--- config.mk ---
export PLATFORM = sky130hd
export DESIGN_NAME = pole_polarity_calibrator_flat
export DESIGN_NICKNAME = d
export VERILOG_FILES = /design/src/hdl/ppc_pkg.sv /design/src/hdl/ppc_if.sv /design/src/hdl/ppc_cell.sv /design/src/hdl/ppc_window.sv /design/src/hdl/ppc_calib.sv /design/src/hdl/pole_polarity_calibrator.sv /design/src/flat_wrapper.sv
export SDC_FILE = /design/constraint.sdc
export NUM_CORES = 2
export LEC_CHECK = 0
export BUFFER_PORTS_ARGS = -buffer_cell sky130_fd_sc_hd__buf_4
export CAP_MARGIN = 20
export CORE_ASPECT_RATIO = 1.75
export CORE_UTILIZATION = 45
export DETAILED_ROUTE_END_ITERATION = 10
export MAX_ROUTING_LAYER = met4
export SYNTH_ARGS = -nofsm -noshare
export SYNTH_HDL_FRONTEND = slang
export SYNTH_SLANG_ARGS = --single-unit
--- constraint.sdc ---
create_clock -name clk -period 19.3 [get_ports clk]
set_input_delay 2.895 -clock clk [delete_from_list [all_inputs] [get_ports clk]]
set_output_delay 2.895 -clock clk [all_outputs]
set_load 0.05 [all_outputs]
--- src/hdl/ppc_pkg.sv ---
// ----------------------------------------------------------------------------
// ppc_pkg
// Shared types, constants and register indexes for the polarity calibrator.
// ----------------------------------------------------------------------------
package ppc_pkg;

    typedef logic signed [31:0] sample_t;
    typedef logic [15:0]        thresh_t;
    typedef logic [16:0]        ratio_t;
    typedef logic [1:0]         reg_index_t;
    typedef logic [16:0]        reg_data_t;

    localparam int WINDOW_LEN_DEF = 16;

    // -10000.0 in Q16.16, start value of the window maximum
    localparam sample_t MAX_SEED = -32'sd655360000;

    localparam sample_t SAMPLE_MIN = 32'sh8000_0000;
    localparam sample_t SAMPLE_MAX = 32'sh7FFF_FFFF;

    localparam thresh_t TRIGGER_THRESHOLD_RST = 16'd66;
    localparam thresh_t RISE_THRESHOLD_RST    = 16'd7;
    localparam ratio_t  FALL_RATIO_RST        = 17'd45875;

    localparam reg_index_t REG_TRIGGER_THRESHOLD = 2'd0;
    localparam reg_index_t REG_RISE_THRESHOLD    = 2'd1;
    localparam reg_index_t REG_FALL_RATIO        = 2'd2;

    // window chain control
    typedef struct packed {
        logic shift;
        logic load_tail;
    } ppc_win_ctrl_t;

    // calibration unit control
    typedef struct packed {
        logic mul_en;
        logic upd_en;
    } ppc_cal_ctrl_t;

endpackage

--- src/hdl/ppc_if.sv ---
// ----------------------------------------------------------------------------
// ppc_if
// Valid/ready channel interfaces: sample input, result output, configuration.
// ----------------------------------------------------------------------------
interface ppc_in_if;
    logic             valid;
    logic             ready;
    ppc_pkg::sample_t ref_sample;
    ppc_pkg::sample_t phase_sample;

    modport source (output valid, output ref_sample, output phase_sample, input ready);
    modport sink   (input valid, input ref_sample, input phase_sample, output ready);
endinterface

interface ppc_out_if;
    logic             valid;
    logic             ready;
    ppc_pkg::sample_t corrected_phase;
    logic             polarity_negative;
    ppc_pkg::sample_t held_value;
    ppc_pkg::sample_t local_max;

    modport source (output valid, output corrected_phase, output polarity_negative,
                    output held_value, output local_max, input ready);
    modport sink   (input valid, input corrected_phase, input polarity_negative,
                    input held_value, input local_max, output ready);
endinterface

interface ppc_cfg_if;
    logic                  valid;
    logic                  ready;
    ppc_pkg::reg_index_t   index;
    ppc_pkg::reg_data_t    data;

    modport source (output valid, output index, output data, input ready);
    modport sink   (input valid, input index, input data, output ready);
endinterface

--- src/hdl/ppc_cell.sv ---
// ----------------------------------------------------------------------------
// ppc_cell
// One window cell: holds a sample and takes its neighbor's value when shifted.
// ----------------------------------------------------------------------------
module ppc_cell (
    input  logic             clk,
    input  logic             rst_n,
    input  logic             shift,
    input  ppc_pkg::sample_t din,
    output ppc_pkg::sample_t dout
);
    import ppc_pkg::*;

    sample_t value_reg;

    always_ff @(posedge clk or negedge rst_n)
    begin
        if (!rst_n)
        begin
            value_reg <= '0;
        end
        else if (shift)
        begin
            value_reg <= din;
        end
    end

    assign dout = value_reg;

endmodule

--- src/hdl/ppc_window.sv ---
// ----------------------------------------------------------------------------
// ppc_window
// Ring of window cells; rotates toward the head, tail input can take a new sample.
// ----------------------------------------------------------------------------
module ppc_window #(
    parameter int WINDOW_LEN = ppc_pkg::WINDOW_LEN_DEF
) (
    input  logic                  clk,
    input  logic                  rst_n,
    input  ppc_pkg::ppc_win_ctrl_t ctrl,
    input  ppc_pkg::sample_t      new_sample,
    output ppc_pkg::sample_t      head,
    output ppc_pkg::sample_t      mid,
    output ppc_pkg::sample_t      tail
);
    import ppc_pkg::*;

    sample_t cell_q [WINDOW_LEN];
    sample_t cell_d [WINDOW_LEN];

    genvar gi;
    generate
        for (gi = 0; gi < WINDOW_LEN; gi++)
        begin : g_cell
            if (gi == WINDOW_LEN - 1)
            begin : g_tail
                // wrap-around unless a new sample enters
                assign cell_d[gi] = ctrl.load_tail ? new_sample : cell_q[0];
            end
            else
            begin : g_body
                assign cell_d[gi] = cell_q[gi + 1];
            end

            ppc_cell u_cell (
                .clk   (clk),
                .rst_n (rst_n),
                .shift (ctrl.shift),
                .din   (cell_d[gi]),
                .dout  (cell_q[gi])
            );
        end
    endgenerate

    assign head = cell_q[0];
    assign mid  = cell_q[WINDOW_LEN / 2];
    assign tail = cell_q[WINDOW_LEN - 1];

endmodule

--- src/hdl/ppc_calib.sv ---
// ----------------------------------------------------------------------------
// ppc_calib
// Descent product, trigger/descend/in-window flags and polarity correction.
// ----------------------------------------------------------------------------
module ppc_calib (
    input  logic                   clk,
    input  logic                   rst_n,
    input  ppc_pkg::ppc_cal_ctrl_t ctrl,
    input  ppc_pkg::thresh_t       trigger_threshold,
    input  ppc_pkg::thresh_t       rise_threshold,
    input  ppc_pkg::ratio_t        fall_ratio,
    input  ppc_pkg::sample_t       ref_sample,
    input  ppc_pkg::sample_t       phase_sample,
    input  ppc_pkg::sample_t       held_ref,
    input  ppc_pkg::sample_t       peak_value,
    output ppc_pkg::sample_t       corrected_phase,
    output logic                   polarity_negative
);
    import ppc_pkg::*;

    logic signed [49:0] prod_reg;
    logic               trigger_reg;
    logic               descend_reg;
    logic               in_window_reg;
    sample_t            last_phase_reg;

    logic               trigger_next;
    logic               descend_next;
    logic               in_window_next;

    logic               trig_clr;
    logic               arm;
    logic               desc_arm;
    logic signed [32:0] diff;
    logic        [32:0] abs_dev;
    logic signed [33:0] scaled;
    logic signed [34:0] desc_sum;
    logic signed [33:0] rise_limit;
    logic               rising;

    always_ff @(posedge clk)
    begin
        if (ctrl.mul_en)
        begin
            prod_reg <= 50'(peak_value) * 50'($signed({1'b0, fall_ratio}));
        end
    end

    always_ff @(posedge clk or negedge rst_n)
    begin
        if (!rst_n)
        begin
            trigger_reg    <= 1'b0;
            descend_reg    <= 1'b0;
            in_window_reg  <= 1'b0;
            last_phase_reg <= '0;
        end
        else if (ctrl.upd_en)
        begin
            trigger_reg    <= trigger_next;
            descend_reg    <= descend_next;
            in_window_reg  <= in_window_next;
            last_phase_reg <= phase_sample;
        end
    end

    always_comb
    begin
        trig_clr = trigger_reg && (ref_sample != held_ref);

        diff    = {ref_sample[31], ref_sample} - {held_ref[31], held_ref};
        abs_dev = diff[32] ? 33'(-diff) : 33'(diff);
        arm     = (abs_dev > {17'b0, trigger_threshold}) && !trig_clr;

        trigger_next   = trig_clr || arm;
        desc_arm       = arm ? 1'b0 : descend_reg;
        in_window_next = arm ? 1'b1 : in_window_reg;

        // floor of product / 2^16
        scaled   = prod_reg[49:16];
        desc_sum = {{3{ref_sample[31]}}, ref_sample} + {scaled[33], scaled};
        descend_next = desc_arm || (desc_sum < $signed({{3{held_ref[31]}}, held_ref}));

        rise_limit = {{2{last_phase_reg[31]}}, last_phase_reg} + {18'b0, rise_threshold};
        rising     = $signed({{2{phase_sample[31]}}, phase_sample}) > rise_limit;
        if (descend_next && in_window_next && rising)
        begin
            in_window_next = 1'b0;
        end

        if (in_window_next)
        begin
            corrected_phase = phase_sample;
        end
        else if (phase_sample == SAMPLE_MIN)
        begin
            corrected_phase = SAMPLE_MAX;
        end
        else
        begin
            corrected_phase = -phase_sample;
        end
        polarity_negative = !in_window_next;
    end

endmodule

--- src/hdl/pole_polarity_calibrator.sv ---
// ----------------------------------------------------------------------------
// pole_polarity_calibrator
// Tracks reference-voltage peaks over a sample window and corrects phase polarity.
// ----------------------------------------------------------------------------
// Usage:
//   sample_in  - valid/ready, one ref_sample and phase_sample per transaction
//   result_out - valid/ready, one result per input transaction, in order
//   cfg        - valid/ready register writes (index, data), always ready;
//                write only while the block is idle
// Timing: after an input transaction the window ring rotates once around
// plus one step, then the peak test, the descent multiply and the flag
// update follow in that order, and the result is valid once the flag
// update has written the output register. A new item is taken only in
// idle, so each one finishes its flag update before the next is accepted.
// A finished result sits in the output register; the next input is accepted
// meanwhile, and the flag update waits while result_out is stalled.
// Reset clears the window, flags and counters and loads register defaults;
// polarity then reads negative until the trigger arms.
// ----------------------------------------------------------------------------
module pole_polarity_calibrator #(
    parameter int WINDOW_LEN = ppc_pkg::WINDOW_LEN_DEF
) (
    input  logic       clk,
    input  logic       rst_n,
    ppc_in_if.sink     sample_in,
    ppc_out_if.source  result_out,
    ppc_cfg_if.sink    cfg
);
    import ppc_pkg::*;

    localparam int CNT_W = $clog2(WINDOW_LEN + 1);

    typedef enum logic [4:0] {
        ST_IDLE  = 5'b00001,
        ST_WALK  = 5'b00010,
        ST_PEAK  = 5'b00100,
        ST_MUL   = 5'b01000,
        ST_CALIB = 5'b10000
    } state_t;

    state_t             state_reg, state_next;
    logic [CNT_W-1:0]   walk_cnt_reg, walk_cnt_next;
    logic [CNT_W-1:0]   dec_cnt_reg;
    sample_t            ref_reg, phase_reg;
    sample_t            captured_reg, held_reg, peak_reg, max_reg;
    thresh_t            trig_thr_reg, rise_thr_reg;
    ratio_t             ratio_reg;

    logic               out_valid_reg;
    sample_t            out_corr_reg, out_held_reg, out_max_reg;
    logic               out_neg_reg;

    ppc_win_ctrl_t      win_ctrl;
    ppc_cal_ctrl_t      cal_ctrl;
    sample_t            win_head, win_mid, win_tail;
    sample_t            cal_corr;
    logic               cal_neg;
    logic               in_fire;
    logic               out_free;

    assign sample_in.ready = (state_reg == ST_IDLE);
    assign in_fire         = sample_in.valid && sample_in.ready;
    assign out_free        = !out_valid_reg || result_out.ready;
    assign cfg.ready       = 1'b1;

    always_comb
    begin
        state_next         = state_reg;
        walk_cnt_next      = walk_cnt_reg;
        win_ctrl.shift     = 1'b0;
        win_ctrl.load_tail = 1'b0;
        cal_ctrl.mul_en    = 1'b0;
        cal_ctrl.upd_en    = 1'b0;
        unique case (state_reg)
            ST_IDLE:
            begin
                walk_cnt_next = '0;
                if (in_fire)
                begin
                    state_next = ST_WALK;
                end
            end
            ST_WALK:
            begin
                win_ctrl.shift = 1'b1;
                walk_cnt_next  = walk_cnt_reg + 1'b1;
                if (walk_cnt_reg == CNT_W'(WINDOW_LEN))
                begin
                    win_ctrl.load_tail = 1'b1;
                    state_next         = ST_PEAK;
                end
            end
            ST_PEAK:
            begin
                state_next = ST_MUL;
            end
            ST_MUL:
            begin
                cal_ctrl.mul_en = 1'b1;
                state_next      = ST_CALIB;
            end
            ST_CALIB:
            begin
                if (out_free)
                begin
                    cal_ctrl.upd_en = 1'b1;
                    state_next      = ST_IDLE;
                end
            end
            default:
            begin
                state_next = ST_IDLE;
            end
        endcase
    end

    always_ff @(posedge clk or negedge rst_n)
    begin
        if (!rst_n)
        begin
            state_reg     <= ST_IDLE;
            walk_cnt_reg  <= '0;
            dec_cnt_reg   <= '0;
            captured_reg  <= '0;
            held_reg      <= '0;
            peak_reg      <= '0;
            trig_thr_reg  <= TRIGGER_THRESHOLD_RST;
            rise_thr_reg  <= RISE_THRESHOLD_RST;
            ratio_reg     <= FALL_RATIO_RST;
            out_valid_reg <= 1'b0;
        end
        else
        begin
            state_reg    <= state_next;
            walk_cnt_reg <= walk_cnt_next;

            if (cfg.valid && cfg.ready)
            begin
                unique case (cfg.index)
                    REG_TRIGGER_THRESHOLD: trig_thr_reg <= cfg.data[15:0];
                    REG_RISE_THRESHOLD:    rise_thr_reg <= cfg.data[15:0];
                    REG_FALL_RATIO:        ratio_reg    <= cfg.data;
                    default:               ;
                endcase
            end

            // decimated hold, every WINDOW_LEN+1 transactions
            if (in_fire)
            begin
                if (dec_cnt_reg < CNT_W'(WINDOW_LEN))
                begin
                    dec_cnt_reg <= dec_cnt_reg + 1'b1;
                end
                else
                begin
                    dec_cnt_reg  <= '0;
                    held_reg     <= captured_reg;
                    captured_reg <= sample_in.ref_sample;
                end
            end

            if (state_reg == ST_PEAK && win_tail > win_head && win_mid > win_tail)
            begin
                peak_reg <= max_reg;
            end

            if (cal_ctrl.upd_en)
            begin
                out_valid_reg <= 1'b1;
            end
            else if (result_out.ready)
            begin
                out_valid_reg <= 1'b0;
            end
        end
    end

    // payload registers
    always_ff @(posedge clk)
    begin
        if (in_fire)
        begin
            ref_reg   <= sample_in.ref_sample;
            phase_reg <= sample_in.phase_sample;
            max_reg   <= MAX_SEED;
        end
        else if (state_reg == ST_WALK && walk_cnt_reg <= CNT_W'(WINDOW_LEN - 2)
                 && win_head > max_reg)
        begin
            // the head cell shows the k-th oldest sample on walk step k
            max_reg <= win_head;
        end

        if (cal_ctrl.upd_en)
        begin
            out_corr_reg <= cal_corr;
            out_neg_reg  <= cal_neg;
            out_held_reg <= held_reg;
            out_max_reg  <= peak_reg;
        end
    end

    ppc_window #(
        .WINDOW_LEN (WINDOW_LEN)
    ) u_window (
        .clk        (clk),
        .rst_n      (rst_n),
        .ctrl       (win_ctrl),
        .new_sample (ref_reg),
        .head       (win_head),
        .mid        (win_mid),
        .tail       (win_tail)
    );

    ppc_calib u_calib (
        .clk               (clk),
        .rst_n             (rst_n),
        .ctrl              (cal_ctrl),
        .trigger_threshold (trig_thr_reg),
        .rise_threshold    (rise_thr_reg),
        .fall_ratio        (ratio_reg),
        .ref_sample        (ref_reg),
        .phase_sample      (phase_reg),
        .held_ref          (held_reg),
        .peak_value        (peak_reg),
        .corrected_phase   (cal_corr),
        .polarity_negative (cal_neg)
    );

    assign result_out.valid             = out_valid_reg;
    assign result_out.corrected_phase   = out_corr_reg;
    assign result_out.polarity_negative = out_neg_reg;
    assign result_out.held_value        = out_held_reg;
    assign result_out.local_max         = out_max_reg;

`ifndef SYNTHESIS
    a_accept_starts_walk: assert property (@(posedge clk) disable iff (!rst_n)
        in_fire |=> state_reg == ST_WALK)
        else $error("accepted transaction did not start the window walk");

    a_walk_bound: assert property (@(posedge clk) disable iff (!rst_n)
        state_reg == ST_WALK |-> walk_cnt_reg <= CNT_W'(WINDOW_LEN))
        else $error("walk counter ran past the window");

    a_dec_bound: assert property (@(posedge clk) disable iff (!rst_n)
        dec_cnt_reg <= CNT_W'(WINDOW_LEN))
        else $error("decimation counter out of range");

    a_out_from_calib: assert property (@(posedge clk) disable iff (!rst_n)
        $rose(out_valid_reg) |-> $past(state_reg == ST_CALIB))
        else $error("result raised outside the flag update");

    a_no_overwrite: assert property (@(posedge clk) disable iff (!rst_n)
        cal_ctrl.upd_en |-> (!out_valid_reg || result_out.ready))
        else $error("pending result overwritten");
`endif

endmodule
--- src/flat_wrapper.sv ---
// flat-port wrapper written by rule: the top's interface ports become plain ports
module pole_polarity_calibrator_flat import ppc_pkg::*;
#(
    parameter int WINDOW_LEN = ppc_pkg::WINDOW_LEN_DEF
)
  (clk, rst_n, sample_in_valid, sample_in_ref_sample, sample_in_phase_sample, sample_in_ready, result_out_valid, result_out_corrected_phase, result_out_polarity_negative, result_out_held_value, result_out_local_max, result_out_ready, cfg_valid, cfg_index, cfg_data, cfg_ready);
  ppc_in_if sample_in_i ();
  ppc_out_if result_out_i ();
  ppc_cfg_if cfg_i ();
  input  logic clk;
  input  logic rst_n;
  input wire logic [$bits(sample_in_i.valid)-1:0] sample_in_valid;
  input wire logic [$bits(sample_in_i.ref_sample)-1:0] sample_in_ref_sample;
  input wire logic [$bits(sample_in_i.phase_sample)-1:0] sample_in_phase_sample;
  output wire logic [$bits(sample_in_i.ready)-1:0] sample_in_ready;
  output wire logic [$bits(result_out_i.valid)-1:0] result_out_valid;
  output wire logic [$bits(result_out_i.corrected_phase)-1:0] result_out_corrected_phase;
  output wire logic [$bits(result_out_i.polarity_negative)-1:0] result_out_polarity_negative;
  output wire logic [$bits(result_out_i.held_value)-1:0] result_out_held_value;
  output wire logic [$bits(result_out_i.local_max)-1:0] result_out_local_max;
  input wire logic [$bits(result_out_i.ready)-1:0] result_out_ready;
  input wire logic [$bits(cfg_i.valid)-1:0] cfg_valid;
  input wire logic [$bits(cfg_i.index)-1:0] cfg_index;
  input wire logic [$bits(cfg_i.data)-1:0] cfg_data;
  output wire logic [$bits(cfg_i.ready)-1:0] cfg_ready;
  assign sample_in_i.valid = sample_in_valid;
  assign sample_in_i.ref_sample = sample_in_ref_sample;
  assign sample_in_i.phase_sample = sample_in_phase_sample;
  assign sample_in_ready = sample_in_i.ready;
  assign result_out_valid = result_out_i.valid;
  assign result_out_corrected_phase = result_out_i.corrected_phase;
  assign result_out_polarity_negative = result_out_i.polarity_negative;
  assign result_out_held_value = result_out_i.held_value;
  assign result_out_local_max = result_out_i.local_max;
  assign result_out_i.ready = result_out_ready;
  assign cfg_i.valid = cfg_valid;
  assign cfg_i.index = cfg_index;
  assign cfg_i.data = cfg_data;
  assign cfg_ready = cfg_i.ready;
  pole_polarity_calibrator #(.WINDOW_LEN(WINDOW_LEN)) u_core (.clk(clk), .rst_n(rst_n), .sample_in(sample_in_i), .result_out(result_out_i), .cfg(cfg_i));
endmodule
==> results.py <==
metrics = {
    "die": {
        "initial_utilization_pct": 45.41,
        "fp.coreArea_um2": 137600,
        "die_area_um2": 140400,
        "fp.dieW_um": 283.7,
        "num_io_pins": 188,
        "num_rows": 180,
        "die_h_um": 494.9,
    },
    "routing": {
        "wl_per_cell_um": 20.47,
        "drtPass1Iterations": 5,
        "routed-wl-met3_um": 6884,
        "vias_per_cell": 5.334,
        "drt_iter0_drc": 2888,
        "wl_um": 174400,
        "maxUsedRoutingLayer": "met4",
        "detail-route-antenna-nets": 0,
        "drc": 0,
        "wl_met1_um": 64630,
        "dr_wl_met2_um": 90610,
        "vias": 45430,
    },
    "finish": {
        "nNetsFinal": 7607,
        "largest_reg_flops": 512,
        "drive_above_1_share_pct": 8.787,
        "utilization_pct": 50.01,
        "layout_commonest_cell": "nand2_1",
        "final_cell_mix": "nand2_1, inv_1, dfrtp_1",
        "finalInstanceArea_um2": 68820,
        "syn2layout_area_growth_pct": 10.13,
    },
    "yosys": {
        "synth-seq-area-share_pct": 38.78,
        "synth.area.top_cells": "dfrtp_1, fa_1, nand2_1, edfxtp_1, ha_1",
        "netlist-cell-type-count": 89,
        "yosysTopAreaCell": "dfrtp_1",
        "postSynthAreaPerCell_um2": 9.531,
        "synth_flop_cell": "dfrtp_1",
        "synth_fp_nets": 7548,
        "synth_cells": 6556,
        "synth_seq_cells": 935,
        "netlist_area_um2": 62480,
        "async_flop_share_pct": 75.72,
        "yosysTopAreaCellShare_pct": 27.75,
        "ys_warn_count": 0,
        "synth_edf_count": 195,
    },
    "global_route": {
        "grt_overflow": 0,
        "grtUsageTotal_pct": 25.88,
        "grt_pass1_wl_um": 270100,
        "antenna_found_initial": 8,
        "grt_max_degree": 254,
        "grt_pass1_vias": 46780,
    },
    "sta": {
        "slew_violations": 0,
        "hold_violations": 0,
        "fmax_mhz": 113.3,
        "setup_viol": 0,
        "rsz0062_at_grt": "false",
        "tightest_slew_ns": 1.215,
        "fin_skew_ns": 0.04904,
        "period_needed_ns": 8.825,
        "period_share_pct": 45.72,
        "setup_tns_ns": 0,
        "relSlewSlack_pct": 19.00,
    },
    "clocking": {
        "cts_root_buf": "clkbuf_16",
        "post-cts-setup-buffers": 0,
        "cts_tree": "built",
        "cts_hold_buf": 0,
        "clockBufferDepth": 3,
        "htreeDepth": 3,
        "numCtsBuffers": 91,
        "clkTransAtPathRegs_ns": 0.06,
        "insertion_delay_ns": 0.71,
        "cts.sinks": 935,
        "cts.repair.resized": 0,
    },
    "power_and_ir_drop": {
        "leakage_nw": 33.31,
        "peakVddDrop_v": 0.00008029,
        "power_density_nw_per_um2": 81.00,
    },
    "setup_path": {
        "startpoint_type": "flip-flop",
        "endpoint_kind": "flip-flop",
        "worstPathMaxFanout": 33,
        "worstPathArrival_ns": 9.26,
        "path_class": "flip-flop to flip-flop",
        "cp.required_ns": 19.74,
    },
    "hold_path": {
        "hold_class": "flip-flop to flip-flop",
    },
    "placement": {
        "port_buffers": 186,
        "dpl_cell_area_um2": 65640,
        "detailed_place_hpwl_um": 128900,
        "gp_congestion": 0.9588,
    },
    "run": {
        "cap_viol_max_count": 0,
    },
    "status": {
        "status": "complete, no violations",
    },
}
kinds of logic (layout without fill, tap and decap cells):
logic type / count (synthesis) / count (layout) / synth area share (%)
AOI/OAI and AO/OA: 731 / 731 / 7.385
xor gates and xnor gates: 129 / 129 / 1.808
muxes: 194 / 194 / 3.374
buffers and inverters: 1041 / 1177 / 6.310
other: 1 / 7 / 0.006002
and+or+nand+nor: 2621 / 2621 / 17.96
DFF: 935 / 935 / 38.78
adders and majority gates: 904 / 904 / 24.37
per-layer routing:
layer | vias to the layer above | GRT usage (%)
li1 | 21100 | -
met2 | 1151 | 45.81
met4 | 0 | 15.94
met5 | - | -
met3 | 486 | 2.760
met1 | 22690 | 27.72
synthesized netlist by cell type (all sizes together) (54+ instances only):
master,count
nor2,175
nor3,54
fa,522
and2,209
o21ai,237
dfrtp,693
nand2,1890
a21oi,164
clkbuf,273
nand4,57
xnor2,97
a21o,89
mux2i,61
mux2,133
inv,753
ha,382
edfxtp,195
report_power, final:
| part | internal, mW | switching [mW] |
|---|---|---|
| clock | 1.03 | 0.832 |
| sequential | 2.14 | 0.159 |
| combinational | 0.485 | 0.922 |
worst max-delay path: stages, from the launching register on:
cell       delay, ns
dfstp_2         1.03
nand2_1         0.17
fa_1            0.57
inv_1           0.06
fa_1            0.53
inv_1           0.05
fa_1            0.47
fa_1            0.49
inv_1           0.05
fa_1            0.50
fa_1            0.49
ha_1            0.33
a21o_1          0.18
a21o_1          0.16
a21o_1          0.22
a2111oi_2       0.85
o21ai_0         0.31
a21oi_1         0.40
a311oi_1        0.24
a21oi_1         0.41
o221ai_1        0.27
o211ai_1        0.27
a21boi_0        0.14
o21a_1          0.20
nor2_1          0.11
xnor2_1         0.07
final timing paths:
kind | depth (start not counted) | startpoint | slack, ns | endpoint
worst max-delay path | 25 | u_core.ratio_reg[8] | 10.48 | u_core.u_calib.prod_reg[49]
worst min-delay path | 2 | u_core.u_window.g_cell[6].u_cell.dout[24] | 0.45 | u_core.u_window.g_cell[5].u_cell.dout[24]
worst max register to register | 25 | u_core.ratio_reg[8] | 10.48 | u_core.u_calib.prod_reg[49]
worst min register to register | 2 | u_core.u_window.g_cell[6].u_cell.dout[24] | 0.45 | u_core.u_window.g_cell[5].u_cell.dout[24]
max in group asynchronous | 5 | rst_n | 14.15 | u_core.u_window.g_cell[2].u_cell.dout[23]
min in group asynchronous | 1 | rst_n | 2.19 | u_core.u_window.g_cell[10].u_cell.dout[6]
final cells by class:
class,count,area [µm²]
Antenna cell,6,15.01
Clock buffer,135,2731
Clock inverter,35,379.1
Fill cell,12740,68790
Inverter,754,2838
Multi-Input combinational cell,4580,34350
Sequential cell,935,24230
Tap cell,1820,2277
Timing Repair Buffer,253,1992
stage by stage:
| stage | total power [mW] | instances | hold WS, ns | setup WS (ns) |
|---|---|---|---|---|
| 6_report | 5.574 | 8518 | 0.4478 | 10.48 |
| 5_1_grt | 5.830 | 8517 | 0.4730 | 10.19 |
| 4_1_cts | 5.607 | 8510 | 0.4496 | 10.51 |
| 3_5_place_dp | 3.732 | 8340 | 0.4484 | 10.51 |
| 3_3_place_gp | 3.706 | 8339 | 0.4464 | 9.897 |
| 2_1_floorplan | 3.289 | 6556 | 0.4231 | 11.91 |
No activity file was read; power rests on OpenSTA's default activity.
